`config.mk`:
```
export PLATFORM = sky130hd
export DESIGN_NAME = rc_frame_decode_calibrate_flat
export DESIGN_NICKNAME = d
export VERILOG_FILES = /design/src/sv/rcfd_pkg.sv /design/src/sv/rcfd_if.sv /design/src/sv/rcfd_collect.sv /design/src/sv/rcfd_calib.sv /design/src/sv/rcfd_emit.sv /design/src/sv/rc_frame_decode_calibrate.sv /design/src/flat_wrapper.sv
export SDC_FILE = /design/constraint.sdc
export NUM_CORES = 2
export LEC_CHECK = 0
export BUFFER_PORTS_ARGS = -buffer_cell sky130_fd_sc_hd__buf_2
export CORE_ASPECT_RATIO = 1.4
export CORE_UTILIZATION = 55
export CTS_BUF_LIST = sky130_fd_sc_hd__clkbuf_8
export DETAILED_ROUTE_END_ITERATION = 6
export GPL_TIMING_DRIVEN = 1
export PLACE_DENSITY_LB_ADDON = 0.3
export SETUP_SLACK_MARGIN = 0.1
export SLEW_MARGIN = 20
export SYNTH_ARGS = -nofsm -noshare
export SYNTH_HDL_FRONTEND = slang
export SYNTH_HIERARCHICAL = 1
export SYNTH_SLANG_ARGS = --single-unit
```
`constraint.sdc`:
```
create_clock -name clock -period 17.5 [get_ports clock]
set_input_delay 0.875 -clock clock [delete_from_list [all_inputs] [get_ports clock]]
set_output_delay 0.875 -clock clock [all_outputs]
set_load 0.05 [all_outputs]
```
`src/sv/rcfd_pkg.sv`:
```
// Package: shared types, codes and constants of the RC frame decoder.
package rcfd_pkg;

   localparam int FRAME_LEN  = 25;
   localparam int STORE_AW   = $clog2(FRAME_LEN);
   localparam int POS_W      = 6;
   localparam int POS_CW     = POS_W + 1;
   localparam logic [POS_W-1:0] POS_MAX = '1;

   localparam int CH_W       = 11;
   localparam int SUM_W      = 14;
   localparam int VAL_W      = 16;
   localparam int NUM_VALS   = 28;
   localparam int NUM_SBUS   = 16;
   localparam int NUM_CAL    = 4;

   localparam logic [1:0] PROTO_DBUS = 2'd1;
   localparam logic [1:0] PROTO_SBUS = 2'd2;
   localparam logic [1:0] PROTO_RESET = PROTO_SBUS;

   localparam logic [7:0] SBUS_HEADER = 8'h0F;

   // value_index codes
   localparam logic [4:0] IDX_SW1     = 5'd16;
   localparam logic [4:0] IDX_SW2     = 5'd17;
   localparam logic [4:0] IDX_MOUSE_X = 5'd18;
   localparam logic [4:0] IDX_MOUSE_Y = 5'd19;
   localparam logic [4:0] IDX_MOUSE_Z = 5'd20;
   localparam logic [4:0] IDX_BTN_L   = 5'd21;
   localparam logic [4:0] IDX_BTN_R   = 5'd22;
   localparam logic [4:0] IDX_KEY     = 5'd23;
   localparam logic [4:0] IDX_OFFSET0 = 5'd24;

   // items per run
   localparam logic [4:0] DBUS_CH_N = 5'd4;
   localparam logic [4:0] DBUS_N    = 5'd12;
   localparam logic [4:0] SBUS_N    = 5'd18;
   localparam logic [4:0] OFFS_N    = 5'd4;

   localparam logic [CH_W-1:0] SW_HIGH  = 11'd1500;
   localparam logic [CH_W-1:0] SW_LOW   = 11'd500;
   localparam logic [CH_W-1:0] WIN_LO   = 11'd900;
   localparam logic [CH_W-1:0] WIN_HI   = 11'd1200;
   localparam logic [11:0]     RANGE_HI = 12'd2500;
   localparam logic [CH_W-1:0] RANGE_LO = 11'd100;

   localparam logic [3:0] CAL_SAMPLES = 4'd10;
   localparam logic [4:0] FAIL_LIMIT  = 5'd30;

   // x / 10 == (x * 6554) >> 16, exact for x below 2**14
   localparam logic [12:0] DIV10_MUL   = 13'd6554;
   localparam int          DIV10_SHIFT = 16;

   localparam logic [1:0] SW_1 = 2'd1;
   localparam logic [1:0] SW_2 = 2'd2;
   localparam logic [1:0] SW_3 = 2'd3;

   typedef enum logic [2:0] {
      ST_OK      = 3'd0,
      ST_RANGE   = 3'd1,
      ST_CALIB   = 3'd2,
      ST_REJECT  = 3'd3,
      ST_DONE    = 3'd4,
      ST_DROP    = 3'd5,
      ST_FATAL   = 3'd6,
      ST_UNKNOWN = 3'd7
   } status_type;

   typedef enum logic [1:0] {
      KIND_SINGLE,
      KIND_DBUS,
      KIND_SBUS
   } kind_type;

   typedef logic [FRAME_LEN-1:0][7:0] store_type;

   // decoded frame handed from the decoder to the result sequencer
   typedef struct packed {
      kind_type                         kind;
      logic                             with_offs;
      status_type                       status;
      logic [VAL_W-1:0]                 count;
      logic [NUM_VALS-1:0][VAL_W-1:0]   vals;
   } rec_type;

   typedef struct packed {
      logic [4:0]        value_index;
      logic [VAL_W-1:0]  value;
      logic              has_value;
      status_type        status;
      logic [VAL_W-1:0]  count;
      logic              last;
   } item_type;

endpackage

```
`src/sv/rcfd_if.sv`:
```
// Interfaces: byte input, result output and configuration channels.
interface rcfd_req_if;
   logic       valid;
   logic       ready;
   logic [7:0] data_byte;
   logic       frame_end;

   modport source (output valid, output data_byte, output frame_end, input ready);
   modport sink (input valid, input data_byte, input frame_end, output ready);
endinterface

interface rcfd_rsp_if;
   logic               valid;
   logic               ready;
   logic [4:0]         value_index;
   logic signed [15:0] value;
   logic               has_value;
   logic [2:0]         frame_status;
   logic [15:0]        frame_count;
   logic               last_of_run;

   modport source (output valid, output value_index, output value, output has_value,
                   output frame_status, output frame_count, output last_of_run,
                   input ready);
   modport sink (input valid, input value_index, input value, input has_value,
                 input frame_status, input frame_count, input last_of_run,
                 output ready);
endinterface

interface rcfd_csr_if;
   logic       valid;
   logic       ready;
   logic [1:0] protocol_type;

   modport source (output valid, output protocol_type, input ready);
   modport sink (input valid, input protocol_type, output ready);
endinterface

```
`src/sv/rcfd_collect.sv`:
```
// Byte collector: frame store, byte position and end-of-frame pending flag.
module rcfd_collect
   import rcfd_pkg::*;
(
   input  logic       clock,
   input  logic       reset,
   rcfd_req_if.sink   req_bus,
   input  logic       fire,
   output store_type  store,
   output logic       pend
);

   store_type         store_ff, store_in;
   logic [POS_W-1:0]  pos_ff, pos_in;
   logic              pend_ff, pend_in;
   logic              acc;

   // while a frame waits for decode, pos is already zero
   assign req_bus.ready = !pend_ff || fire;
   assign acc = req_bus.valid && req_bus.ready;
   assign store = store_ff;
   assign pend = pend_ff;

   always_comb begin
      store_in = fire ? '0 : store_ff;
      pos_in   = pos_ff;
      pend_in  = fire ? 1'b0 : pend_ff;
      if (acc) begin
         if ({1'b0, pos_ff} < POS_CW'(FRAME_LEN)) begin
            store_in[pos_ff[STORE_AW-1:0]] = req_bus.data_byte;
         end
         if (req_bus.frame_end) begin
            pos_in  = '0;
            pend_in = 1'b1;
         end else if (pos_ff != POS_MAX) begin
            pos_in = pos_ff + POS_W'(1);
         end
      end
   end

   always_ff @(posedge clock) begin
      if (reset) begin
         store_ff <= '0;
         pos_ff   <= '0;
         pend_ff  <= 1'b0;
      end else begin
         store_ff <= store_in;
         pos_ff   <= pos_in;
         pend_ff  <= pend_in;
      end
   end

endmodule

```
`src/sv/rcfd_calib.sv`:
```
// Frame decoder with calibration state, counters and the protocol register.
module rcfd_calib
   import rcfd_pkg::*;
(
   input  logic       clock,
   input  logic       reset,
   rcfd_csr_if.sink   csr_bus,
   input  logic       fire,
   input  store_type  store,
   output rec_type    rec
);

   logic [1:0]                  proto_ff;
   logic                        phase_ff, phase_in;
   logic [3:0]                  samples_ff, samples_in, samples_new;
   logic [NUM_CAL-1:0][SUM_W-1:0] sums_ff, sums_in, sums_new;
   logic [4:0]                  fail_ff, fail_in;
   logic [VAL_W-1:0]            good_ff, good_in;

   logic [NUM_SBUS-1:0][CH_W-1:0] sch;
   logic [NUM_CAL-1:0][CH_W-1:0]  dch, ch, offs;
   logic [1:0]                  dsw1, dsw2, ssw1, ssw2, sw1, sw2;
   logic                        is_dbus, is_sbus, hdr_ok, win, range_bad, clear;
   logic [NUM_VALS-1:0][VAL_W-1:0] vals;
   status_type                  st;

   assign csr_bus.ready = 1'b1;

   always_ff @(posedge clock) begin
      if (reset) begin
         proto_ff <= PROTO_RESET;
      end else if (csr_bus.valid) begin
         proto_ff <= csr_bus.protocol_type;
      end
   end

   assign is_dbus = (proto_ff == PROTO_DBUS);
   assign is_sbus = (proto_ff == PROTO_SBUS);
   assign hdr_ok  = (store[0] == SBUS_HEADER) && (store[FRAME_LEN-1] == 8'd0) &&
                    (store[FRAME_LEN-2] == 8'd0);

   // SBUS: sixteen 11-bit channels packed LSB first from byte 1
   for (genvar n = 0; n < NUM_SBUS; n++) begin : g_sbus
      localparam int BitPos  = n * CH_W;
      localparam int ByteIdx = 1 + BitPos / 8;
      localparam int Shift   = BitPos % 8;
      logic [23:0] span;
      assign span   = {store[ByteIdx+2], store[ByteIdx+1], store[ByteIdx]};
      assign sch[n] = span[Shift +: CH_W];
   end

   assign dch[0] = {store[1][2:0], store[0]};
   assign dch[1] = {store[2][5:0], store[1][7:3]};
   assign dch[2] = {store[4][0], store[3], store[2][7:6]};
   assign dch[3] = {store[5][3:0], store[4][7:1]};
   assign dsw1   = store[5][7:6];
   assign dsw2   = store[5][5:4];

   assign ssw1 = (sch[6] > SW_HIGH) ? SW_3 : (sch[6] < SW_LOW) ? SW_1 : SW_2;
   assign ssw2 = (sch[4] > SW_HIGH) ? SW_2 : (sch[4] < SW_LOW) ? SW_1 : SW_3;

   assign sw1 = is_dbus ? dsw1 : ssw1;
   assign sw2 = is_dbus ? dsw2 : ssw2;

   always_comb begin
      win = 1'b1;
      for (int i = 0; i < NUM_CAL; i++) begin
         ch[i] = is_dbus ? dch[i] : sch[i];
         if (ch[i] < WIN_LO || ch[i] > WIN_HI) begin
            win = 1'b0;
         end
      end
      range_bad = (sw1 == 2'd0) || (sw2 == 2'd0);
      for (int i = 0; i < 3; i++) begin
         if ({1'b0, ch[i]} > RANGE_HI || ch[i] < RANGE_LO) begin
            range_bad = 1'b1;
         end
      end
   end

   // running sums and the averages (divide by ten via reciprocal)
   assign samples_new = samples_ff + 4'd1;
   always_comb begin
      for (int i = 0; i < NUM_CAL; i++) begin
         logic [26:0] prod;
         sums_new[i] = ((samples_ff == 4'd0) ? SUM_W'(0) : sums_ff[i]) + SUM_W'(ch[i]);
         prod        = 27'(sums_new[i]) * 27'(DIV10_MUL);
         offs[i]     = prod[DIV10_SHIFT +: CH_W];
      end
   end

   always_comb begin
      vals = '0;
      if (is_dbus) begin
         for (int i = 0; i < NUM_CAL; i++) begin
            vals[i] = VAL_W'(dch[i]);
         end
         vals[IDX_SW1]     = VAL_W'(dsw1);
         vals[IDX_SW2]     = VAL_W'(dsw2);
         vals[IDX_MOUSE_X] = {store[7], store[6]};
         vals[IDX_MOUSE_Y] = {store[9], store[8]};
         vals[IDX_MOUSE_Z] = {store[11], store[10]};
         vals[IDX_BTN_L]   = VAL_W'(store[12]);
         vals[IDX_BTN_R]   = VAL_W'(store[13]);
         vals[IDX_KEY]     = VAL_W'(store[14]);
      end else begin
         for (int i = 0; i < NUM_SBUS; i++) begin
            vals[i] = VAL_W'(sch[i]);
         end
         vals[IDX_SW1] = VAL_W'(ssw1);
         vals[IDX_SW2] = VAL_W'(ssw2);
      end
      for (int i = 0; i < NUM_CAL; i++) begin
         vals[IDX_OFFSET0 + 5'(i)] = VAL_W'(offs[i]);
      end
   end

   always_comb begin
      phase_in   = phase_ff;
      samples_in = samples_ff;
      sums_in    = sums_ff;
      fail_in    = fail_ff;
      good_in    = good_ff;
      clear      = 1'b0;
      st         = ST_UNKNOWN;
      rec        = '0;
      rec.kind   = KIND_SINGLE;
      if (!is_dbus && !is_sbus) begin
         st = ST_UNKNOWN;
      end else if (is_sbus && !hdr_ok) begin
         if (!phase_ff) begin
            clear = 1'b1;
         end
         st = ST_DROP;
      end else begin
         rec.kind = is_dbus ? KIND_DBUS : KIND_SBUS;
         rec.vals = vals;
         if (!phase_ff) begin
            if (win) begin
               sums_in    = sums_new;
               samples_in = samples_new;
               good_in    = VAL_W'(samples_new);
               st         = (samples_new >= CAL_SAMPLES) ? ST_DONE : ST_CALIB;
            end else begin
               st = ST_REJECT;
            end
            if (st == ST_DONE) begin
               rec.with_offs = 1'b1;
               phase_in      = 1'b1;
            end else begin
               fail_in = fail_ff + 5'd1;
               if (fail_ff >= FAIL_LIMIT) begin
                  clear = 1'b1;
               end
            end
         end else if (range_bad) begin
            st = ST_RANGE;
         end else begin
            st      = ST_OK;
            good_in = good_ff + VAL_W'(1);
         end
      end
      rec.status = st;
      rec.count  = good_in;
      if (clear) begin
         phase_in      = 1'b0;
         samples_in    = '0;
         sums_in       = '0;
         fail_in       = '0;
         good_in       = '0;
         rec           = '0;
         rec.kind      = KIND_SINGLE;
         rec.status    = ST_FATAL;
      end
   end

   always_ff @(posedge clock) begin
      if (reset) begin
         phase_ff   <= 1'b0;
         samples_ff <= '0;
         sums_ff    <= '0;
         fail_ff    <= '0;
         good_ff    <= '0;
      end else if (fire) begin
         phase_ff   <= phase_in;
         samples_ff <= samples_in;
         sums_ff    <= sums_in;
         fail_ff    <= fail_in;
         good_ff    <= good_in;
      end
   end

endmodule

```
`src/sv/rcfd_emit.sv`:
```
// Result sequencer: holds one decoded frame and steps its items into the output register.
module rcfd_emit
   import rcfd_pkg::*;
(
   input  logic        clock,
   input  logic        reset,
   input  logic        load,
   input  rec_type     rec,
   output logic        free,
   rcfd_rsp_if.source  rsp_bus
);

   rec_type     rec_ff;
   logic        busy_ff, busy_in;
   logic [4:0]  cnt_ff, cnt_in;
   logic [4:0]  num, idx;
   logic        adv, last;
   item_type    item, out_ff, out_in;
   logic        out_valid_ff, out_valid_in;

   always_comb begin
      case (rec_ff.kind)
         KIND_DBUS: begin
            num = rec_ff.with_offs ? DBUS_N + OFFS_N : DBUS_N;
            idx = (cnt_ff < DBUS_CH_N) ? cnt_ff : cnt_ff + (IDX_SW1 - DBUS_CH_N);
         end
         KIND_SBUS: begin
            num = rec_ff.with_offs ? SBUS_N + OFFS_N : SBUS_N;
            idx = (cnt_ff < SBUS_N) ? cnt_ff : cnt_ff + (IDX_OFFSET0 - SBUS_N);
         end
         default: begin
            num = 5'd1;
            idx = 5'd0;
         end
      endcase
   end

   assign last = (cnt_ff == num - 5'd1);
   assign adv  = busy_ff && (!out_valid_ff || rsp_bus.ready);
   assign free = !busy_ff || (adv && last);

   always_comb begin
      item.has_value   = (rec_ff.kind != KIND_SINGLE);
      item.value_index = item.has_value ? idx : 5'd0;
      item.value       = item.has_value ? rec_ff.vals[idx] : '0;
      item.status      = rec_ff.status;
      item.count       = rec_ff.count;
      item.last        = last;
   end

   always_comb begin
      busy_in      = busy_ff;
      cnt_in       = cnt_ff;
      out_in       = out_ff;
      out_valid_in = out_valid_ff && !rsp_bus.ready;
      if (adv) begin
         out_in       = item;
         out_valid_in = 1'b1;
         if (last) begin
            busy_in = 1'b0;
         end else begin
            cnt_in = cnt_ff + 5'd1;
         end
      end
      if (load) begin
         busy_in = 1'b1;
         cnt_in  = '0;
      end
   end

   always_ff @(posedge clock) begin
      if (reset) begin
         busy_ff      <= 1'b0;
         cnt_ff       <= '0;
         out_valid_ff <= 1'b0;
      end else begin
         busy_ff      <= busy_in;
         cnt_ff       <= cnt_in;
         out_valid_ff <= out_valid_in;
      end
      out_ff <= out_in;
      if (load) begin
         rec_ff <= rec;
      end
   end

   assign rsp_bus.valid        = out_valid_ff;
   assign rsp_bus.value_index  = out_ff.value_index;
   assign rsp_bus.value        = $signed(out_ff.value);
   assign rsp_bus.has_value    = out_ff.has_value;
   assign rsp_bus.frame_status = out_ff.status;
   assign rsp_bus.frame_count  = out_ff.count;
   assign rsp_bus.last_of_run  = out_ff.last;

`ifndef SYNTH
   a_no_value_is_last: assert property (@(posedge clock) disable iff (reset)
      (out_valid_ff && !out_ff.has_value) |-> out_ff.last)
      else $error("item without value is not the last of its run");

   a_index_range: assert property (@(posedge clock) disable iff (reset)
      (out_valid_ff && out_ff.has_value) |-> (out_ff.value_index <= 5'd27))
      else $error("value_index beyond 27");

   a_cnt_bound: assert property (@(posedge clock) disable iff (reset)
      busy_ff |-> (cnt_ff < num))
      else $error("item counter past end of run");

   a_reset_empty: assert property (@(posedge clock)
      $past(reset) |-> (!out_valid_ff && !busy_ff))
      else $error("sequencer not empty after reset");
`endif

endmodule

```
`src/sv/rc_frame_decode_calibrate.sv`:
```
// Top level: RC frame decoder with stick calibration (SBUS / DBUS).
//
//   channel   dir  payload                                         transfer
//   req_bus   in   data_byte, frame_end                            valid & ready
//   rsp_bus   out  value_index, value, has_value, frame_status,    valid & ready
//                  frame_count, last_of_run
//   csr_bus   in   protocol_type                                   valid & ready
//
// A byte is taken every cycle while req_bus.ready is high; a frame_end byte is decoded
// once it is in the frame store and the sequencer is free. Results leave one per cycle
// while rsp_bus.ready is high, from an output register. A frame gives 1, 12, 16, 18 or
// 22 results. The next frame_end byte is decoded only once the sequencer has sent the
// previous run, so req_bus.ready drops for that wait. Synchronous reset clears all
// state but the sequencer's held frame and output item; protocol_type returns to SBUS.
module rc_frame_decode_calibrate
   import rcfd_pkg::*;
(
   input  logic        clock,
   input  logic        reset,
   rcfd_req_if.sink    req_bus,
   rcfd_rsp_if.source  rsp_bus,
   rcfd_csr_if.sink    csr_bus
);

   store_type  store;
   rec_type    rec;
   logic       pend, free, fire;

   assign fire = pend && free;

   rcfd_collect u_collect (
      .clock   (clock),
      .reset   (reset),
      .req_bus (req_bus),
      .fire    (fire),
      .store   (store),
      .pend    (pend)
   );

   rcfd_calib u_calib (
      .clock   (clock),
      .reset   (reset),
      .csr_bus (csr_bus),
      .fire    (fire),
      .store   (store),
      .rec     (rec)
   );

   rcfd_emit u_emit (
      .clock   (clock),
      .reset   (reset),
      .load    (fire),
      .rec     (rec),
      .free    (free),
      .rsp_bus (rsp_bus)
   );

endmodule
```
`src/flat_wrapper.sv`:
```
// flat-port wrapper written by rule: the top's interface ports become plain ports
module rc_frame_decode_calibrate_flat import rcfd_pkg::*;
  (clock, reset, req_bus_valid, req_bus_data_byte, req_bus_frame_end, req_bus_ready, rsp_bus_valid, rsp_bus_value_index, rsp_bus_value, rsp_bus_has_value, rsp_bus_frame_status, rsp_bus_frame_count, rsp_bus_last_of_run, rsp_bus_ready, csr_bus_valid, csr_bus_protocol_type, csr_bus_ready);
  rcfd_req_if req_bus_i ();
  rcfd_rsp_if rsp_bus_i ();
  rcfd_csr_if csr_bus_i ();
  input  logic clock;
  input  logic reset;
  input wire logic [$bits(req_bus_i.valid)-1:0] req_bus_valid;
  input wire logic [$bits(req_bus_i.data_byte)-1:0] req_bus_data_byte;
  input wire logic [$bits(req_bus_i.frame_end)-1:0] req_bus_frame_end;
  output wire logic [$bits(req_bus_i.ready)-1:0] req_bus_ready;
  output wire logic [$bits(rsp_bus_i.valid)-1:0] rsp_bus_valid;
  output wire logic [$bits(rsp_bus_i.value_index)-1:0] rsp_bus_value_index;
  output wire logic [$bits(rsp_bus_i.value)-1:0] rsp_bus_value;
  output wire logic [$bits(rsp_bus_i.has_value)-1:0] rsp_bus_has_value;
  output wire logic [$bits(rsp_bus_i.frame_status)-1:0] rsp_bus_frame_status;
  output wire logic [$bits(rsp_bus_i.frame_count)-1:0] rsp_bus_frame_count;
  output wire logic [$bits(rsp_bus_i.last_of_run)-1:0] rsp_bus_last_of_run;
  input wire logic [$bits(rsp_bus_i.ready)-1:0] rsp_bus_ready;
  input wire logic [$bits(csr_bus_i.valid)-1:0] csr_bus_valid;
  input wire logic [$bits(csr_bus_i.protocol_type)-1:0] csr_bus_protocol_type;
  output wire logic [$bits(csr_bus_i.ready)-1:0] csr_bus_ready;
  assign req_bus_i.valid = req_bus_valid;
  assign req_bus_i.data_byte = req_bus_data_byte;
  assign req_bus_i.frame_end = req_bus_frame_end;
  assign req_bus_ready = req_bus_i.ready;
  assign rsp_bus_valid = rsp_bus_i.valid;
  assign rsp_bus_value_index = rsp_bus_i.value_index;
  assign rsp_bus_value = rsp_bus_i.value;
  assign rsp_bus_has_value = rsp_bus_i.has_value;
  assign rsp_bus_frame_status = rsp_bus_i.frame_status;
  assign rsp_bus_frame_count = rsp_bus_i.frame_count;
  assign rsp_bus_last_of_run = rsp_bus_i.last_of_run;
  assign rsp_bus_i.ready = rsp_bus_ready;
  assign csr_bus_i.valid = csr_bus_valid;
  assign csr_bus_i.protocol_type = csr_bus_protocol_type;
  assign csr_bus_ready = csr_bus_i.ready;
  rc_frame_decode_calibrate u_core (.clock(clock), .reset(reset), .req_bus(req_bus_i), .rsp_bus(rsp_bus_i), .csr_bus(csr_bus_i));
endmodule
```
After elaboration in Yosys (flattened, before gate mapping)
Cells that the tools add are included. Widths: inputs -> output; s select.

Add/subtract/negate cells: 12. Multipliers: 4. Div/mod/pow operators: 0. Magnitude comparators: 26. Equality and inequality tests: 12. Shift operators: 0. Mux-type cells: 88. Bitwise operators: 2. Reductions and logical operators: 50.

Operators by type and width (count): $mux 200 (3); $mux 56 (5); $bwmux 200 (1); $mux 16 (7); $mul 14x12->26 const B (4); $bmux 16 s5 (1); $gt 11x11->1 const B (6); $mux 59 (1); $add 14x11->14 (4); $mux 14 (4); $lt 11x10->1 const B (4); $mux 11 (4); $demux 8 s5 (1); $mux 5 (8); $gt 11x12->1 const B (3); $lt 11x7->1 const B (3); $mux 1 (27); $lt 11x9->1 const B (2); $mux 3 (7); $mux 4 (5); $pmux 5 s2 (2); $mux 18 (1); $add 16x1->16 const B (1); $logic_not 8->1 (2); other kinds (37) (88).

Flip-flop bits (word level): 810. Bits in latches: 0. RAM bits: 0. Memory bits (read-only): 0. Input port bits: 16. Output and inout port bits: 45. Word-level logic and storage cells: 292. Memories: 0.

Depth between registers and ports, before layout
Depth in word-level cells: 19. Depth in mapped cells: 37. Mapped depth without buffers: 32.

Cells and area by module
Netlist, hierarchy kept.

By module, submodules not included: rcfd_calib (instances 1, cells each 2876, area each 23291.1 um^2, sequential area each 1681.6 um^2); rcfd_emit (instances 1, cells each 1429, area each 20424.6 um^2, sequential area each 15514.9 um^2); rcfd_collect (instances 1, cells each 830, area each 8066.5 um^2, sequential area each 4144.0 um^2); rc_frame_decode_calibrate (instances 1, cells each 1, area each 6.3 um^2, sequential area each 0.0 um^2).

Least setup slack after synthesis
OpenSTA, ideal clock, no wires.

Kind: flip-flop to flip-flop. From: register u_core/u_emit/rec_ff[469] (netlist bit). To: register u_core/u_calib/sums_ff[13] (netlist bit). Setup time: 74 ps. Arrival: 16519 ps. Required time: 17426 ps. Path slack: 906 ps. Stages on the path, launching flop included: 20. Buffers on the path: 1. Period minus slack after synthesis: 16594 ps. Path through: edfxtp_1 inv_1 ha_1 inv_1 ha_1 xnor2_1 nand4_1 mux2i_1 and2_1 buf_2 inv_2 o21ai_1 and2_1 inv_1 a211o_1 a21o_1 nor3_2 nand2_1 or3_1 a31oi_1.

RTL lines: start: declaration (line rcfd_emit.sv:13) `rec_type rec_ff;`; start signal: assignment (line rcfd_emit.sv:83) `rec_ff <= rec;`; end signal: assignment (line rcfd_calib.sv:187) `sums_ff <= sums_in;`; end: declaration (line rcfd_calib.sv:16) `logic [NUM_CAL-1:0][SUM_W-1:0] sums_ff, sums_in, sums_new;`.

Worst setup path in the final report
From: register u_core.u_calib.proto_ff[1]. To: register u_core/u_emit/rec_ff[394] (netlist bit), data pin.

Cells in the longest elaborated chain, start to end: 18. Elaborated cells on any way between the ends: 38. Classes of those cells: add/sub: 1; mul: 1; order compare: 8; eq/ne: 3; mux: 16; reduce/logical: 9.

RTL lines: start: declaration (line rcfd_calib.sv:13) `logic [1:0] proto_ff;`; start signal: assignment (line rcfd_calib.sv:33) `proto_ff <= csr_bus.protocol_type;`; branches (longest 18 deep; another with $mul 14x12->26).

Several ways; the timed one is not identified. The select of a mux whose other input is x is not followed. A chain may end at the register's enable or synchronous reset.

==> impl_metrics.ini <==
[clocking]
cts_tree = built
clk_path_buf_depth = 3
cts.repair.resized = 0
cts_made_buffers = 118
clock_latency_ns = 0.80
cts_setup_buffers = 0
postCtsHoldBufs = 0
cts_sinks = 810
clkTransAtPathRegs_ns = 0.07
h-tree-depth = 3
cts_root_buf = clkbuf_8

[global_route]
grt.total_usage_pct = 26.7
grt_pass1_wl_um = 199000
grt_remaining_overflow = 0
grt_pass1_vias = 36900
grt_start_max_net_pins = 184
antenna_found_initial = 2

[hold_path]
worstHoldStart = csr_bus_protocol_type[0]
holdPathStages = 3
hold_class = primary input to register

[layout]
area.growth.synth_to_final_pct = 5.94
multi_input_area_mm2 = 0.0270
regArea_mm2 = 0.0213
final_common_cell = nand2_1
finalNetCount = 5712
final_cell_count_no_fill = 6413
drive_gt1_share_pct = 7.99
final_cell_mix = 561 x nand2_1, 520 x inv_1, 512 x edfxtp_1
fillers = 7899

[synth]
ys_ff_latch = 810
synthFlopType = edfxtp_1
syn-instance-count = 5136
ys_warn_count = 6
synth_area_mm2 = 0.0518
synth_edf_count = 512
synth_area_per_cell_um2 = 10.1
synth-seq-area-share_pct = 41.2
ys_types = 111
async_flop_share_pct = 0

[timing]
slew_headroom_pct = 17.0
maxClockFrequency_mhz = 108
fin_crit_sh_pct = 53.0
tightest_slew_ns = 1.25
slew_viol_final = 0
post-route-min-period_ns = 9.27
setup_tns_ns = 0
setup_violations = 0
rsz0062_at_grt = no
finalHoldViolCount = 0
clock_skew_ns = 0.0560

[critical_path]
end_kind = register
slowest_delay_ns = 0.85
cp.arrival_ns = 9.76
slowest_stage = xnor2_1
cp-start-kind = register
cp_max_fo = 61
crit-reg2reg-launch = u_core/u_calib/proto_ff[1]
rr_worst_depth = 29
cp-startpoint = u_core/u_calib/proto_ff[1]
cp.required_ns = 17.99
crit_type = register to register

[drt]
drt.antenna.violating_nets = 0
drc = 3
first_pass_iters = 7
via_per_inst = 5.75
drt-initial-drc-count = 2541
num_vias = 36900
routed_wirelength_um = 126000
avgRoutedWirePerCell_um = 19.7

[floorplan]
die_h_um = 365
io_pins = 61
fp.dieW_um = 261
fp-row-count = 132
start_util_pct = 55.8
core_area_mm2 = 0.0928
dieArea_mm2 = 0.0954

[place]
hpwl_um = 87500
place.gp.congestion = 0.890
place_inst = 6185
io_buffers = 59

[power]
pwr-share-seq_pct = 53.0
swShare_pct = 24.5
irDropWorstVdd_uv = 61.3
p_total_mw = 3.99
clockPowerShare_pct = 40.3
switchingPower_mw = 0.980
p_per_area_mw_per_mm2 = 72.8
p_leak_nw = 25.4
p_int_mw = 3.01
combinationalPowerShare_pct = 6.7

[outcome]
violations = DRC
run_status = finished with violations

[run]
cap_violations = 0
through the flow:
step	util [%]	hold WS [ns]	setup slack, ns	area (um2)
floorplan	-	0.400	0.906	52400
CTS	59.1	0.298	8.27	54900
global route	59.1	0.351	7.65	54900
global placement	56.3	0.402	8.40	52300
detailed placement	56.3	0.406	8.37	52300
finish	59.1	0.384	8.23	54900
state kept, by name (all words and copies together), names as in the netlist:
register,count
u_core/u_calib/proto_ff,2
u_core/u_calib/samples_ff,4
u_core/u_calib/sums_ff,56
u_core/u_emit/rec_ff,451
u_core/u_emit/rsp_bus.last_of_run,1
u_core/u_calib/fail_ff,5
u_core/u_emit/cnt_ff,5
u_core/u_emit/rsp_bus.frame_status,3
u_core/u_calib/good_ff,16
u_core/u_emit/rsp_bus.has_value,1
u_core/u_emit/rsp_bus.value_index,5
u_core/u_calib/phase_ff,1
u_core/u_emit/rsp_bus.frame_count,16
u_core/u_emit/item,19
u_core/u_collect/pos_ff,6
u_core/u_collect/pend,1
u_core/u_emit/rsp_bus.value,16
u_core/u_emit/busy_ff,1
u_core/u_collect/store,200
u_core/u_emit/rsp_bus.valid,1
worst paths after layout:
check                           slack, ns                                    to
worst min register to register       0.42  u_core/u_emit/rsp_bus.frame_count[2]
worst max register to register       8.23             u_core/u_emit/rec_ff[394]
worst min-delay path                 0.38            u_core/u_calib/proto_ff[0]
worst max-delay path                 8.23             u_core/u_emit/rec_ff[394]
synthesized netlist by cell type, drive strengths merged, types with 28 or more instances:
library cell  instances  share of area [%]
mux2i               202                3.9
nand3               257                2.5
and3                196                2.4
nor2b                93                1.1
nand2               569                4.2
nor3                 79               0.84
buf                 249                3.4
a22oi                52               0.78
edfxtp              512                 30
a21oi               111                1.1
clkbuf              165                1.2
nand2b               28               0.36
inv                 478                3.5
xnor2               100                1.8
a31oi                55               0.71
ha                  421                 10
o211ai               28               0.43
a311oi               34               0.59
dfxtp               298                 12
xor2                 72                1.3
o21ai               137                1.4
and2                154                1.9
fa                  176                6.8
nor2                289                2.1
worst max-delay path, delay by kind of cell (launching register included):
kind / cells / cell delay, ns
fa+ha+maj: 7 / 3.15
compound gates: 7 / 1.44
simple gates: 6 / 1.39
xor+xnor: 3 / 1.24
buf+inv: 5 / 0.89
mux: 1 / 0.46
flops: 1 / 0.31
cell type report:
class	instances	share of cell area, %
timing repair buffer	106	1.26
antenna	2	0.00912
sequential	810	38.9
clock buffer	149	3.74
inverter	479	3.28
clock inverter	77	0.940
multi-input combinational	3584	49.1
tap	1206	2.75
power by group through the flow:
stage / combinational, mW / clock, mW / sequential (mW)
global placement: 0.262 / 0 / 2.15
detailed placement: 0.264 / 0 / 2.16
global route: 0.290 / 1.72 / 2.12
finish: 0.267 / 1.61 / 2.12
CTS: 0.265 / 1.64 / 2.12
floorplan: 0.192 / 0 / 2.20
metal layers:
layer | part of all wire (%) | track usage [%] | wire length, um | vias up
li1 | - | - | - | 17500
met1 | 39 | 31.0 | 49000 | 18000
met2 | 51 | 47.8 | 64700 | 1091
met3 | 4.9 | 3.04 | 6250 | 282
met4 | 5.0 | 14.3 | 6370 | 0
met5 | 0 | 0 | 0 | -
cells by family (layout without fill, tap and decap cells):
kind of cell	Yosys count	after routing	synth area share (%)
simple gates	1790	1790	17.3
compound gates	645	645	8.88
fa+ha+maj	597	597	17.0
buf+inv	893	811	8.04
other cells	2	155	0.0145
mux	227	227	4.47
flops	810	810	41.2
xor+xnor	172	172	3.11
Note: power is estimated with default switching activity, not from simulation.
